[config.mk]
export PLATFORM = sky130hd
export DESIGN_NAME = dtr_mul
export DESIGN_NICKNAME = d
export VERILOG_FILES = /design/src/rtl/dtr_mul.sv
export SDC_FILE = /design/constraint.sdc
export NUM_CORES = 2
export LEC_CHECK = 0
export BUFFER_PORTS_ARGS = -buffer_cell sky130_fd_sc_hd__buf_2
export CORE_UTILIZATION = 59
export DETAILED_ROUTE_END_ITERATION = 10
export GPL_ROUTABILITY_DRIVEN = 0
export PLACE_DENSITY = 0.87
export SYNTH_ARGS = -nofsm -noshare
export SYNTH_HDL_FRONTEND = slang
export SYNTH_SLANG_ARGS = --single-unit
[constraint.sdc]
create_clock -name clk -period 15.4 [get_ports clk]
set_input_delay 0.77 -clock clk [delete_from_list [all_inputs] [get_ports clk]]
set_output_delay 0.77 -clock clk [all_outputs]
set_load 0.03 [all_outputs]
[src/rtl/dtr_mul.sv]
// Two-stage signed multiplier built from four half-width partial products.
// No dependencies.
module dtr_mul #(
  parameter int WA = 40,
  parameter int WB = 40
) (
  input  logic                    clk,
  input  logic                    en,
  input  logic signed [WA-1:0]    a,
  input  logic signed [WB-1:0]    b,
  output logic signed [WA+WB-1:0] p
);

  localparam int LA = WA / 2;
  localparam int HA = WA - LA;
  localparam int LB = WB / 2;
  localparam int HB = WB - LB;
  localparam int WP = WA + WB;

  logic signed [HA-1:0] a_hi;
  logic signed [LA:0]   a_lo;
  logic signed [HB-1:0] b_hi;
  logic signed [LB:0]   b_lo;

  logic signed [HA+HB-1:0] pp_hh;
  logic signed [HA+LB:0]   pp_hl;
  logic signed [LA+HB:0]   pp_lh;
  logic signed [LA+LB+1:0] pp_ll;

  // Split operands: signed upper halves, zero-extended lower halves.
  assign a_hi = a[WA-1:LA];
  assign a_lo = {1'b0, a[LA-1:0]};
  assign b_hi = b[WB-1:LB];
  assign b_lo = {1'b0, b[LB-1:0]};

  // First stage: the four partial products.
  always_ff @(posedge clk) begin
    if (en) begin
      pp_hh <= a_hi * b_hi;
      pp_hl <= a_hi * b_lo;
      pp_lh <= a_lo * b_hi;
      pp_ll <= a_lo * b_lo;
    end
  end

  // Second stage: align and sum.
  always_ff @(posedge clk) begin
    if (en) begin
      p <= (WP'(pp_hh) << (LA + LB)) + (WP'(pp_hl) << LA)
         + (WP'(pp_lh) << LB) + WP'(pp_ll);
    end
  end

endmodule

# ---- Word level (Yosys, flattened, before mapping)
# Index checks and enable logic that the tools add are counted.
dict set report op_classes {
  add_sub_neg 3
  n_mul 4
}
# operator count
set ops {}
lappend ops {{$add 80x61->80} 2}
lappend ops {{$add 80x41->80} 1}
lappend ops {{$mul 20x20->40} 2}
lappend ops {{$mul 20x21->41} 1}
lappend ops {{$mul 21x20->41} 1}
dict set report totals {
  ff_bits 242
  in_bits 82
  output_inout_bits 80
  word_cells 12
}

# ---- Depth between registers and ports, before layout
dict set report depth {
  ltp_word 3
  mapped_depth 28
  mapped_depth_nobuf 26
}

# ---- Worst setup path after synthesis
# No wires, ideal clock.
dict set report synth_timing {
  path_type {input to register}
  startpoint {input port a[39]}
  endpoint {register pp_hh[38] (data pin)}
  setup_time_ns 0.195
  arrival_ns 7.420
  path_slack_ns 7.785
  cell_stages 21
  path_buffers 2
  path_cell_list {clkbuf_1 -> clkbuf_1 -> nand2_1 -> fa_1 -> inv_1 -> fa_1 -> fa_1 -> inv_1 -> fa_1 -> inv_1 -> fa_1 -> fa_1 -> fa_1 -> ha_1 -> a21o_1 -> a21oi_1 -> nand3_1 -> o211a_1 -> o311ai_1 -> or4b_1 -> o311ai_0}
}
dict set report synth_via {
  elab_chain_len 1
}
# element line_no
set synth_lines {}
lappend synth_lines {{start: declaration} 9} ;# input logic signed [WA-1:0] a,
lappend synth_lines {{$mul 20x20->40} 39} ;# pp_hh <= a_hi * b_hi;
lappend synth_lines {{end signal: assignment} 39}
lappend synth_lines {{end: declaration} 25} ;# logic signed [HA+HB-1:0] pp_hh;
# Every way passes these cells.
# A chain may end at the register's enable or synchronous reset.

# ---- Worst setup path in the final report
dict set report layout_timing {
  startpoint {input port b[24]}
  endpoint {register pp_hh[39] (data pin)}
}
dict set report layout_via {
  elab_chain_len 1
}
# element line_no
set layout_lines {}
lappend layout_lines {{start: declaration} 10} ;# input logic signed [WB-1:0] b,
lappend layout_lines {{$mul 20x20->40} 39}
# Every way passes these cells.

==> Flow_metrics.wiki <==
{| class="wikitable"
! Metric !! Value
|-
| EDFF count, synth || ~240
|-
| Most frequently used cell type in the post-synthesis netlist || sky130_fd_sc_hd__inv_1
|-
| Post-DR wirelength/cell || 20.8 um
|-
| Post-synth top area cell || sky130_fd_sc_hd__fa_1
|-
| Layout area overhead || 4.29%
|-
| Run status || finished, final reports clean
|-
| Dominant combinational cell family by area after synthesis || adder cells
|-
| Min-Delay Endpoint || p[7]$_DFFE_PP_
|-
| Crit end category || flip-flop
|-
| Critical path type || input port to flip-flop
|-
| Synth Instances || 7,005
|-
| Terminus of the critical flop-to-flop path || p[77]$_DFFE_PP_
|-
| Arr. time, crit path || 8580 ps
|-
| Aggregate global-route resource usage || 31.3%
|-
| Simple-gate share of the synthesized area || approximately 15%
|-
| Average cell area after synthesis || roughly 9.6 sq um
|-
| Startpoint of the most critical register-to-register path || pp_hl[18]$_DFFE_PP_
|-
| Total of max-cap violations || 0
|-
| TritonCTS clock tree || yes
|-
| Most instantiated cells after synthesis || 1,559 x sky130_fd_sc_hd__inv_1, 1,442 x sky130_fd_sc_hd__fa_1, 834 x sky130_fd_sc_hd__nand2_1
|-
| Number of placed cells counting well taps || approximately 8,400
|-
| Fin. Hold Viols || 0
|-
| Critical Path Start Type || input port
|-
| Grt met2 use || 51.8%
|-
| Fraction of post-synthesis cell area in the top cell type by area || 43.0%
|-
| Post-synthesis cell area || 67,100 sq um
|-
| Hpwl dp || 134,000 um
|-
| Min-Delay Path Depth || 0
|-
| Total number of vias || 49,500
|-
| Syn_nets || 9,190
|-
| Width of the die || 339 um
|-
| Hold WC Path Type || flip-flop to flip-flop
|-
| Fin Clk Skew || 20.2 ps
|-
| Buffers inserted during post-CTS setup optimization || 0
|-
| Post-cts resize count || 0
|-
| Final nets || between 9,000 and 10,000
|-
| Maximum fanout along the worst path || 40
|-
| Maximum number of buffers from clock root to sink || 3
|-
| Start point of the critical path || b[24]
|-
| Slew @ Worst Pin || roughly 1200 ps
|-
| Met3 track demand over resource in global routing || 6.96%
|-
| CP Data Required Time || 15,770 ps
|-
| Gr busiest metal || met2
|-
| Worst slew margin || 20.0%
|-
| Die Height || around 340 um
|-
| Ratio of cells with drive above 1 in the final layout || 4.23%
|-
| Number of cells on the worst reg-to-reg path || 13
|-
| Period utilisation layout || 53.4%
|-
| Top flip-flop cell by instance count after synthesis || sky130_fd_sc_hd__edfxtp_1
|-
| Final Routed Wirelength || 176,000 um
|-
| Clock transition time at the flip-flop clock pins of the worst setup and hold paths || about 60 ps
|-
| Multi-input combinational cell area || 52,700 sq um
|-
| Filler Cell Count || 8,510
|-
| Compound-Gate Fraction of Synth Area || 5.82%
|-
| Synth Warn # || 0
|-
| Clock network latency to the later pin of the worst-skew pair || between 600 and 700 ps
|-
| Count of different cell masters after synthesis || 79
|-
| Final setup viols || 0
|-
| Maximum achievable frequency || 122 MHz
|-
| Via density || 5.86
|-
| Biggest area contributors in the synthesized netlist || sky130_fd_sc_hd__fa_1 43%, sky130_fd_sc_hd__ha_1 12%, sky130_fd_sc_hd__edfxtp_1 11%
|-
| Clk Tree Root Cell || sky130_fd_sc_hd__clkbuf_16
|-
| Global-route wire length before repair || about 280,000 um
|-
| Initial antenna violation count || 24
|-
| DRT antenna net count || 0
|-
| Final-report max-slew violation count || 0
|-
| Setup repair after global routing missed its margin || false
|-
| TritonCTS Buffers || 30
|-
| Die area || about 120,000 sq um
|-
| Number of top-level pins || 162
|-
| Final setup TNS || 0 ps
|-
| Via count of the first global-routing pass || 54,700
|-
| Input/output buffers || 161
|-
| Share of synthesized area spent on multiplexers || 0%
|-
| First drt pass iteration count || 9
|-
| Number of buffers added to fix hold violations after cts || 0
|-
| Drt drc || 0
|-
| Violation count after the first detailed-routing iteration || 4,080
|-
| Tmin final || about 8200 ps
|-
| Aggregate global routing overflow || 0
|-
| Share of synthesized flip-flops with an asynchronous set or reset || 0%
|-
| Clock tree sinks || approximately 240
|-
| Synth Area in Adders || 55.3%
|-
| Non-Filler Instances || between 8,000 and 9,000
|-
| Std-Cell Rows || 123
|-
| FF+latch count, synth || 242
|-
| HP Start || pp_ll[7]$_DFFE_PP_
|-
| Worst reg-to-reg setup slack || 10,390 ps
|-
| Met1 track utilization from global routing || a little under two fifths
|-
| Pin count of the biggest net entering global routing || 94
|-
| Register area share after synthesis || 10.8%
|-
| Initial standard-cell utilization of the core || 59.6%
|-
| Post-Synth XOR/XNOR Area || 2.66%
|-
| H-tree depth reported by CTS || 1
|-
| Sequential cell area || 7270 sq um
|-
| Std-Cell Core Area || 113,000 sq um
|}
## per-layer routing
metal	share of wire (%)	wire, um	up-vias
met5	0.057	100	-
met1	34	59700	24900
met2	48	84400	2962
met3	11	18800	841
met4	7.3	12900	14
li1	-	-	20900
## worst max-delay path: stages
cell and delay [ps]:
sky130_fd_sc_hd__buf_2 690, sky130_fd_sc_hd__nand2_1 190, sky130_fd_sc_hd__fa_1 540, sky130_fd_sc_hd__inv_1 60, sky130_fd_sc_hd__fa_1 510, sky130_fd_sc_hd__inv_1 60, sky130_fd_sc_hd__fa_1 450, sky130_fd_sc_hd__fa_1 520
sky130_fd_sc_hd__fa_1 550, sky130_fd_sc_hd__inv_1 50, sky130_fd_sc_hd__fa_1 480, sky130_fd_sc_hd__inv_1 50, sky130_fd_sc_hd__fa_1 480, sky130_fd_sc_hd__inv_1 50, sky130_fd_sc_hd__ha_1 360, sky130_fd_sc_hd__o21ai_0 130
sky130_fd_sc_hd__nand2b_1 90, sky130_fd_sc_hd__a21oi_1 100, sky130_fd_sc_hd__a2111oi_0 460, sky130_fd_sc_hd__a21oi_1 270, sky130_fd_sc_hd__o311ai_0 840, sky130_fd_sc_hd__nand2_1 220, sky130_fd_sc_hd__o211ai_1 320, sky130_fd_sc_hd__o22ai_1 170
sky130_fd_sc_hd__xnor2_1 140
## cell usage in the layout (no fill, tap or decap), types with 79 or more instances in the layout
| cell | netlist | routed |
|---|---|---|
| sky130_fd_sc_hd__a21oi_1 | 172 | 172 |
| sky130_fd_sc_hd__and2_1 | 812 | 812 |
| sky130_fd_sc_hd__o21ai_0 | 79 | 79 |
| sky130_fd_sc_hd__fa_1 | 1442 | 1442 |
| sky130_fd_sc_hd__nand2_1 | 834 | 834 |
| sky130_fd_sc_hd__xnor2_1 | 148 | 148 |
| sky130_fd_sc_hd__ha_1 | 661 | 661 |
| sky130_fd_sc_hd__inv_1 | 1559 | 1559 |
| sky130_fd_sc_hd__edfxtp_1 | 242 | 242 |
| sky130_fd_sc_hd__buf_2 | 3 | 160 |
| sky130_fd_sc_hd__a21o_1 | 113 | 113 |
| sky130_fd_sc_hd__nor2_1 | 130 | 130 |
## cell families after synthesis
kind of cell | count (synthesis)
fa+ha+maj | 2103
simple gates | 1975
xor+xnor | 204
buf+inv | 1900
compound gates | 581
flops | 242
## through the flow
stage	area, sq um	utilization, %	hold WS [ps]	worst slack [ps]
after floorplan	67100	-	400	7790
after global placement	68900	61.2	403	7070
after detailed placement	68900	61.2	405	6790
after CTS	70000	62.1	419	7370
after global routing	70000	62.1	423	6920
final	70000	62.2	417	7180
## area by class of cell
| cell class | instances | area share [%] |
|---|---|---|
| Sequential cell | 242 | 10.4 |
| Clock buffer | 35 | 1.13 |
| Inverter | 1559 | 8.36 |
| Tap cell | 1500 | 2.68 |
| Multi-Input combinational cell | 4863 | 75.3 |
| Timing Repair Buffer | 214 | 1.73 |
| Antenna cell | 13 | 0.0465 |
| Clock inverter | 20 | 0.357 |
## worst max path at each step
stage | end | slack, ps | cells after the start
after floorplan | pp_hh[38]$_DFFE_PP_ | 7790 | 21
after global placement | pp_hh[39]$_DFFE_PP_ | 7070 | 25
after detailed placement | pp_hh[39]$_DFFE_PP_ | 6790 | 25
after CTS | pp_hh[39]$_DFFE_PP_ | 7370 | 25
after global routing | pp_hh[39]$_DFFE_PP_ | 6920 | 25
final | pp_hh[39]$_DFFE_PP_ | 7180 | 25
## registers in the layout, summed over array words and instances, names as in the netlist
| name | flops |
|---|---|
| pp_hl | 41 |
| pp_hh | 40 |
| pp_lh | 41 |
| p | 80 |
| pp_ll | 40 |
Power is left out: the tool's default activity adds up to more than one toggle a clock period on the data nets, which glitch-free logic cannot reach.
