--- config.mk ---
export PLATFORM = sky130hd
export DESIGN_NAME = dtr_delay
export DESIGN_NICKNAME = d
export VERILOG_FILES = /design/src/rtl/dtr_delay.sv
export SDC_FILE = /design/constraint.sdc
export NUM_CORES = 1
export LEC_CHECK = 0
export BUFFER_PORTS_ARGS = -buffer_cell sky130_fd_sc_hd__buf_2
export CAP_MARGIN = 20
export CORE_MARGIN = 2
export CORE_UTILIZATION = 40
export CTS_BUF_LIST = sky130_fd_sc_hd__clkbuf_8
export DETAILED_ROUTE_END_ITERATION = 10
export PLACE_DENSITY_LB_ADDON = 0.12
export SYNTH_ARGS = -nofsm -noshare
export SYNTH_HDL_FRONTEND = slang
export SYNTH_SLANG_ARGS = --single-unit
--- constraint.sdc ---
create_clock -name clk -period 0.8 [get_ports clk]
set_input_delay 0.24 -clock clk [delete_from_list [all_inputs] [get_ports clk]]
set_output_delay 0.24 -clock clk [all_outputs]
set_load 0.05 [all_outputs]
--- src/rtl/dtr_delay.sv ---
// Stall-aware delay line that carries a valid bit and a payload word.
// No dependencies.
module dtr_delay #(
  parameter int W = 8,
  parameter int N = 2
) (
  input  logic         clk,
  input  logic         rst,
  input  logic         en,
  input  logic         vin,
  input  logic [W-1:0] din,
  output logic         vout,
  output logic [W-1:0] dout
);

  logic [N-1:0] vs;
  logic [W-1:0] ds [0:N-1];

  // Valid bits shift with the pipeline and clear at reset.
  always_ff @(posedge clk) begin
    if (rst) begin
      vs <= '0;
    end else if (en) begin
      vs[0] <= vin;
      for (int i = 1; i < N; i++) begin
        vs[i] <= vs[i-1];
      end
    end
  end

  // Payload shifts alongside the valid bits.
  always_ff @(posedge clk) begin
    if (en) begin
      ds[0] <= din;
      for (int i = 1; i < N; i++) begin
        ds[i] <= ds[i-1];
      end
    end
  end

  assign vout = vs[N-1];
  assign dout = ds[N-1];

endmodule

After elaboration in Yosys (flattened, before gate mapping)
Memory sizes are Yosys's and may differ from the RTL's.
Cells that the tools add are included.

storage, ports and cells
  register bits = 2
  RAM bits = 16
  output and inout bits = 9
  memories kept = 1

memory list
  name  words  width  read ports  clocked after memory_dff  write ports  RTL line  text
  ds    2      8      2           0                         2            17        logic [W-1:0] ds [0:N-1];

cells by class
  mux-type cells = 2

operators with widths
  operator  count
  $mux W1   2

Logic depth before layout (Yosys ltp)
Gate-level depths: netlist (run 1).

  word-level depth = 2
  depth in mapped cells = 2

Worst setup path after synthesis (run 1)
No wires, ideal clock.

  kind = flip-flop to flip-flop
  start = reg, netlist name vs[1]
  end = reg vs[1]
  arrival = 0.817 ns
  data required time = 0.735 ns
  slack = -0.082 ns
  stages on the path, launching flop included = 3
  path buffers = 0
  clock period less this slack = 0.882 ns
  path through = dfxtp_1 -> mux2i_1 -> nor2_1

RTL lines
  element                        RTL line  text
  end signal, assigned by index  26        vs[i] <= vs[i-1];
  end, declared                  16        logic [N-1:0] vs;

==> results.md, run 1 <==
* Crit-path max FO at 1
* Comb pwr share at 11.5%
* First-pass GRT wire length at 1104 µm
* Nets at 60
* H-tree depth at 1
* Routed length per instance at 10.98 µm
* Syn nets at 42
* CTS clk-pin slew, worst paths at 0.06 ns
* Die span in y at 42.99 µm
* CTS buffer count at 3
* CP Class: reg -> out
* Worst-margin pin slew at 0.1439 ns
* Final ANT Viol Nets at 0
* Final worst path period share at 129.5%
* Count of different cell masters after synthesis at 5
* CTS Root Buffer Type: clkbuf_8
* Diodes inserted at 0
* Commonest non-fill, non-tap cells in the layout: 16 x edfxtp_1, 11 x buf_2, 8 x buf_6
* Std cell rows at 14
* Total track usage at 8.378%
* CP max-delay cell: edfxtp_1
* Synthesized area at 608.1 µm²
* Width of the chip at 42.99 µm
* Post-Synthesis Cells at 30
* Int Pwr at 1.526 mW
* Drt total wl at 692 µm
* GRT Residual Overflow at 0
* Initial antenna violation count at 0
* Pwr per Cell Area at 2449 nW/µm²
* Reg power frac at 57.7%
* Syn-to-layout area delta at 30.66%
* # port buffers at 20
* Pins Over Slew Limit at 0
* Largest net degree at the start of global routing at 19
* Syn. warnings at 0
* Core area at 1471 µm²
* Final Non-Filler Cells at 63
* Hold_buf cts at 0
* Worst slew margin at 90.13%
* Hold path startpoint: rst
* # DRC at 0
* Starting Density at 41.33%
* Total clock sinks at 18
* Die Area at 1848 µm²
* Vias after detailed routing at 268
* Sequential Area at 521.8 µm²
* Clk pwr share at 30.7%
* Filler cells at 127
* CP peak stage delay at 0.39 ns
* Fin crit period at 1.036 ns
* 1st-pass router iterations at 1
* Clock Skews at 0.0006023 ns
* Share of cells above drive strength 1 at 53.19%
* Seq cells post-synth at 18
* Worst R2R Start: ds[0][6]$_DFFE_PP_
* Leak pwr at 0.3238 nW
* Maximum capacitance violations at 0
* IO Pins at 21
* CP Capture Type: primary output
* Largest delay share family, worst path: flip-flops
* Critical Path Source: ds[0][10]$_DFFE_PP_
* Final Hold Viols at 0
* Failing checks: setup timing
* Avg Cell Area, Syn at 20.27 µm²
* Commonest non-fill, non-tap cell in the layout: edfxtp_1
* Clock latency on the worst-skew pair at 0.24 ns
* Worst EP arrival at 0.80 ns
* Worst hold margin at 0.1547 ns
* Unrepaired setup endpoints after global routing: true
* Sw frac at 21.56%
* Worst vdd ir at 1243 µV
* Class of the worst hold path: in -> reg
* Placed Cells at 59
* F_max at 0.9655 GHz
* Buf/Inv on CP at 1
* Setup Viol. Count Final at 9
* Multi-input gate area in the final layout at 27.53 µm²
* Worst Path Required at 0.56 ns
* Final Wtd Congestion at 0.5577
* Clock Tree Buf Depth at 2
* Critical path cell sequence: buf_6
* Seq/Total Area, Yosys at 85.60%
* Vias in the first global route at 250
* Initial drt markers at 0
* Status: finished with violations
* Via/cell ratio at 4.254
* P_sw at 0.4195 mW
* Critical Path Start Type: flip-flop
* Setup WS post-layout at -0.2357 ns
* Clock tree from TritonCTS: yes
-- flip-flops by register name (all words and copies together), names as in the netlist --
name / count
vs: 2
ds: 16
-- final timing paths --
check                                      endpoint  slack, ns  depth (start not counted)
worst max-delay path                        dout[2]      -0.24                          1
worst min-delay path             vs[1]$_SDFFE_PP0P_       0.15                          2
worst max register to register  ds[0][14]$_DFFE_PP_       0.17                          0
worst min register to register  ds[0][11]$_DFFE_PP_       0.42                          0
-- final cells by class --
cell class	instances	share of cell area, %
Tap cell	16	2.520
Timing Repair Buffer	21	22.68
Multi-Input combinational cell	4	3.465
Clock buffer	3	5.197
Clock inverter	1	0.4724
Sequential cell	18	65.67
-- what timing repair did --
action / in CTS / in global routing
gates resized for setup: 18 / 1
cloned: 0 / 0
setup buffers: 0 / 0
setup endpoints to repair: 9 / 9
-- cell families after synthesis --
| group | Yosys count | synth area share (%) |
|---|---|---|
| buffers and inverters | 8 | 9.877 |
| DFF | 18 | 85.60 |
| muxes | 2 | 3.292 |
| and+or+nand+nor | 2 | 1.235 |
-- Yosys cell counts --
| library cell | count | share of area, % |
|---|---|---|
| buf_4 | 8 | 9.9 |
| dfxtp_1 | 2 | 6.6 |
| edfxtp_1 | 16 | 79 |
| mux2i_1 | 2 | 3.3 |
| nor2_1 | 2 | 1.2 |
-- layer usage --
metal  vias to the layer above  track usage, %  share of wire (%)
li1                        133               -                  -
met1                       117           12.57                 41
met2                        18           11.21                 47
met3                         0           2.553                 11
met4                         0           3.636                  0
met5                         -               0                  0
-- metrics by stage --
step                      total power, mW  instance area [µm²]  setup slack, ns   TNS, ns  util, %
after floorplan                     1.279                609.3          0.03655         0        -
after global placement              1.318                689.4         -0.02866  -0.05616    46.85
after detailed placement            1.328                689.4         -0.06146   -0.1253    46.85
after CTS                           1.961                790.8          -0.2485    -2.050    53.74
after global routing                2.024                794.5          -0.2625    -2.237    54.00
final                               1.945                794.5          -0.2357    -1.977    54.00
-- power groups by stage --
stage / Sequential [mW] / Combinational, mW / Clock [mW]
detailed placement: 1.14 / 0.191 / 0
global route: 1.13 / 0.234 / 0.661
global placement: 1.13 / 0.188 / 0
CTS: 1.12 / 0.224 / 0.612
finish: 1.12 / 0.225 / 0.597
floorplan: 1.14 / 0.141 / 0
Power figures use the tool's default switching activity.
==> run 2: changes to the inputs <==
==> constraint.sdc (replaced) <==
create_clock -name clk -period 0.8 [get_ports clk]
set_input_delay 0.24 -clock clk [delete_from_list [all_inputs] [get_ports clk]]
set_output_delay 0.24 -clock clk [all_outputs]
set_load 0.01 [all_outputs]
==> results.md, run 2 (synthesized netlist as in run 1, its figures left out) <==
* Status: finished with violations (unchanged)
* Failing checks: setup timing (unchanged)
* CP max-delay cell: edfxtp_1 (unchanged)
* Largest delay share family, worst path: flip-flops (unchanged)
* Worst EP arrival at 0.76 ns (was 0.80 ns)
* Largest net degree at the start of global routing at 13 (was 19)
* Clock tree from TritonCTS: yes (unchanged)
* # DRC at 0 (unchanged)
* Worst vdd ir at 1192 µV (was 1243 µV)
* Vias after detailed routing at 262 (was 268)
* Drt total wl at 692 µm (unchanged)
* Pins Over Slew Limit at 0 (unchanged)
* DP Area at 695.7 µm² (was 689.4 µm²)
* Critical Path Start Type: flip-flop (unchanged)
* Final Wtd Congestion at 0.6197 (was 0.5577)
* Hold path startpoint: rst (unchanged)
* CTS buffer count at 3 (unchanged)
* Width of the chip at 42.99 µm (unchanged)
* R2R Setup Slk at 0.17 ns (about the same)
* First-pass GRT wire length at 1021 µm (was 1104 µm)
* Worst Hold Endpoint: vs[1]$_SDFFE_PP0P_ (unchanged)
* Total track usage at 7.678% (was 8.378%)
* Final Hold Viols at 0 (unchanged)
* IO Pins at 21 (unchanged)
* Class of the worst hold path: in -> reg (unchanged)
* Vias in the first global route at 247 (was 250)
* Std cell rows at 14 (unchanged)
* Setup Viol. Count Final at 9 (unchanged)
* Met3 usage at 3.404% (was 2.553%)
* Worst slack, placed at -0.06026 ns (was -0.06146 ns)
* # port buffers at 20 (unchanged)
* Die span in y at 42.99 µm (unchanged)
* Worst hold margin at 0.1627 ns (was 0.1547 ns)
* Clock Skews at 0.002126 ns (was 0.0006023 ns)
* Comb pwr share at 6.0% (was 11.5%)
* DP HPWL at 542.4 µm
* Reg with most FFs: ds (unchanged)
* Pwr per Cell Area at 2428 nW/µm² (was 2449 nW/µm²)
* Sw frac at 17.73% (was 21.56%)
* Clock latency on the worst-skew pair at 0.24 ns (about the same)
* Reg2reg end: ds[0][15]$_DFFE_PP_ (was ds[0][14]$_DFFE_PP_)
* Hold depth at 2 (unchanged)
* Leak pwr at 0.3068 nW (was 0.3238 nW)
* 1st-pass router iterations at 3 (was 1)
* R2r worst-path depth at 0 (unchanged)
* Worst-margin pin slew at 0.1300 ns (was 0.1439 ns)
* GRT Residual Overflow at 0 (unchanged)
* Overall power at 1.817 mW (was 1.945 mW)
* Unrepaired setup endpoints after global routing: true (unchanged)
* Int Pwr at 1.495 mW (was 1.526 mW)
* Crit-path max FO at 1 (unchanged)
* Worst R2R Start: ds[0][7]$_DFFE_PP_ (was ds[0][6]$_DFFE_PP_)
* Initial antenna violation count at 0 (unchanged)
* F_max at 1.003 GHz (was 0.9655 GHz)
* Final ANT Viol Nets at 0 (unchanged)
* CP Capture Type: primary output (unchanged)
* CTS Root Buffer Type: clkbuf_8 (unchanged)
* CP Class: reg -> out (unchanged)
* Fin crit period at 0.9975 ns (was 1.036 ns)
* Core area at 1471 µm² (unchanged)
* Total clock sinks at 18 (unchanged)
* Setup WS post-layout at -0.1975 ns (was -0.2357 ns)
* Diodes inserted at 0 (unchanged)
* Die Area at 1848 µm² (unchanged)
* H-tree depth at 1 (unchanged)
* CP peak stage delay at 0.37 ns (was 0.39 ns)
* Top flop regs: ds (16), vs (2) (unchanged)
* P_sw at 0.3221 mW (was 0.4195 mW)
* Maximum capacitance violations at 0 (unchanged)
* Worst Path Required at 0.56 ns (about the same)
* Reg power frac at 61.3% (was 57.7%)
* Met2 Usage GRT at 11.21% (unchanged)
* Starting Density at 41.33% (unchanged)
* Hold_buf cts at 0 (unchanged)
* Design Area, Final at 748.2 µm² (was 794.5 µm²)
* Global Route met1 Usage at 10.66% (was 12.57%)
* Buf/Inv on CP at 1 (unchanged)
* CTS clk-pin slew, worst paths at 0.06 ns (about the same)
* Max reg flops at 16 (unchanged)
* Busiest grt layer: met2 (was met1)
* Clk pwr share at 32.7% (was 30.7%)
* Commonest non-fill, non-tap cell in the layout: buf_2 (was edfxtp_1)
* Worst slew margin at 91.08% (was 90.13%)
* Via/cell ratio at 4.094 (was 4.254)
* Final worst path period share at 124.7% (was 129.5%)
* Clock Tree Buf Depth at 2 (unchanged)
* Fin util at 50.85% (was 54.00%)
* Post-CTS Setup Inserts at 0 (unchanged)
* Total negative slack at -1.501 ns (was -1.977 ns)
* Initial drt markers at 2 (was 0)
* Syn-to-layout area delta at 23.05% (was 30.66%)
* Placed Cells at 60 (was 59)
* Commonest non-fill, non-tap cells in the layout: 19 x buf_2, 16 x edfxtp_1, 3 x clkbuf_8 (was 16 x edfxtp_1, 11 x buf_2, 8 x buf_6)
* Routed length per instance at 10.81 µm (was 10.98 µm)
* Final Non-Filler Cells at 64 (was 63)
* Critical path cell sequence: buf_2 (was buf_6)
* Nets at 61 (was 60)
* Share of cells above drive strength 1 at 54.17% (was 53.19%)
[run 2: cell types whose count changed in the layout (fill, tap and decap cells not counted)]
cell,before,now
buf_6,8,1
inv_1,1,0
buf_8,1,0
buf_2,11,19
buf_4,0,1
clkinv_1,0,1
[run 2: how the worst max path moves through the flow]
stage	start	endpoint	cells past startpoint	slack (ns)
finish	ds[0][11]$_DFFE_PP_	dout[3]	1	-0.20
global route	ds[0][11]$_DFFE_PP_	dout[3]	1	-0.21
CTS	ds[0][11]$_DFFE_PP_	dout[3]	1	-0.20
detailed placement	en	vs[0]$_SDFFE_PP0P_	4	-0.06
global placement	en	vs[1]$_SDFFE_PP0P_	4	-0.02
floorplan	ds[0][8]$_DFFE_PP_	dout[0]	1	0.08
[run 2: layout make-up]
cell class              instances  area (µm²)
flip-flops and latches         18       521.8
multi-input cells               4       27.53
fillers                       135       723.2
clock buffers                   3       41.29
well taps                      16       20.02
repair buffers                 22       133.9
clock inverters                 1       3.754
[run 2: routing by layer]
metal | vias up | wire [µm]
li1 | 136 | -
met4 | 0 | 0
met2 | 16 | 343
met3 | 0 | 82
met5 | - | 0
met1 | 110 | 265
[run 2: power by group through the flow]
stage	clock (mW)	combinational [mW]	sequential, mW
after floorplan	0	0.0581	1.13
after global placement	0	0.106	1.13
after detailed placement	0	0.109	1.13
after CTS	0.611	0.111	1.12
after global routing	0.649	0.120	1.12
final	0.594	0.109	1.11
[run 2: repair_timing]
action | in CTS | in global routing
setup endpoints to repair | 9 | 9
resized for setup | 2 | 0
hold endpoints to repair | 0 | 0
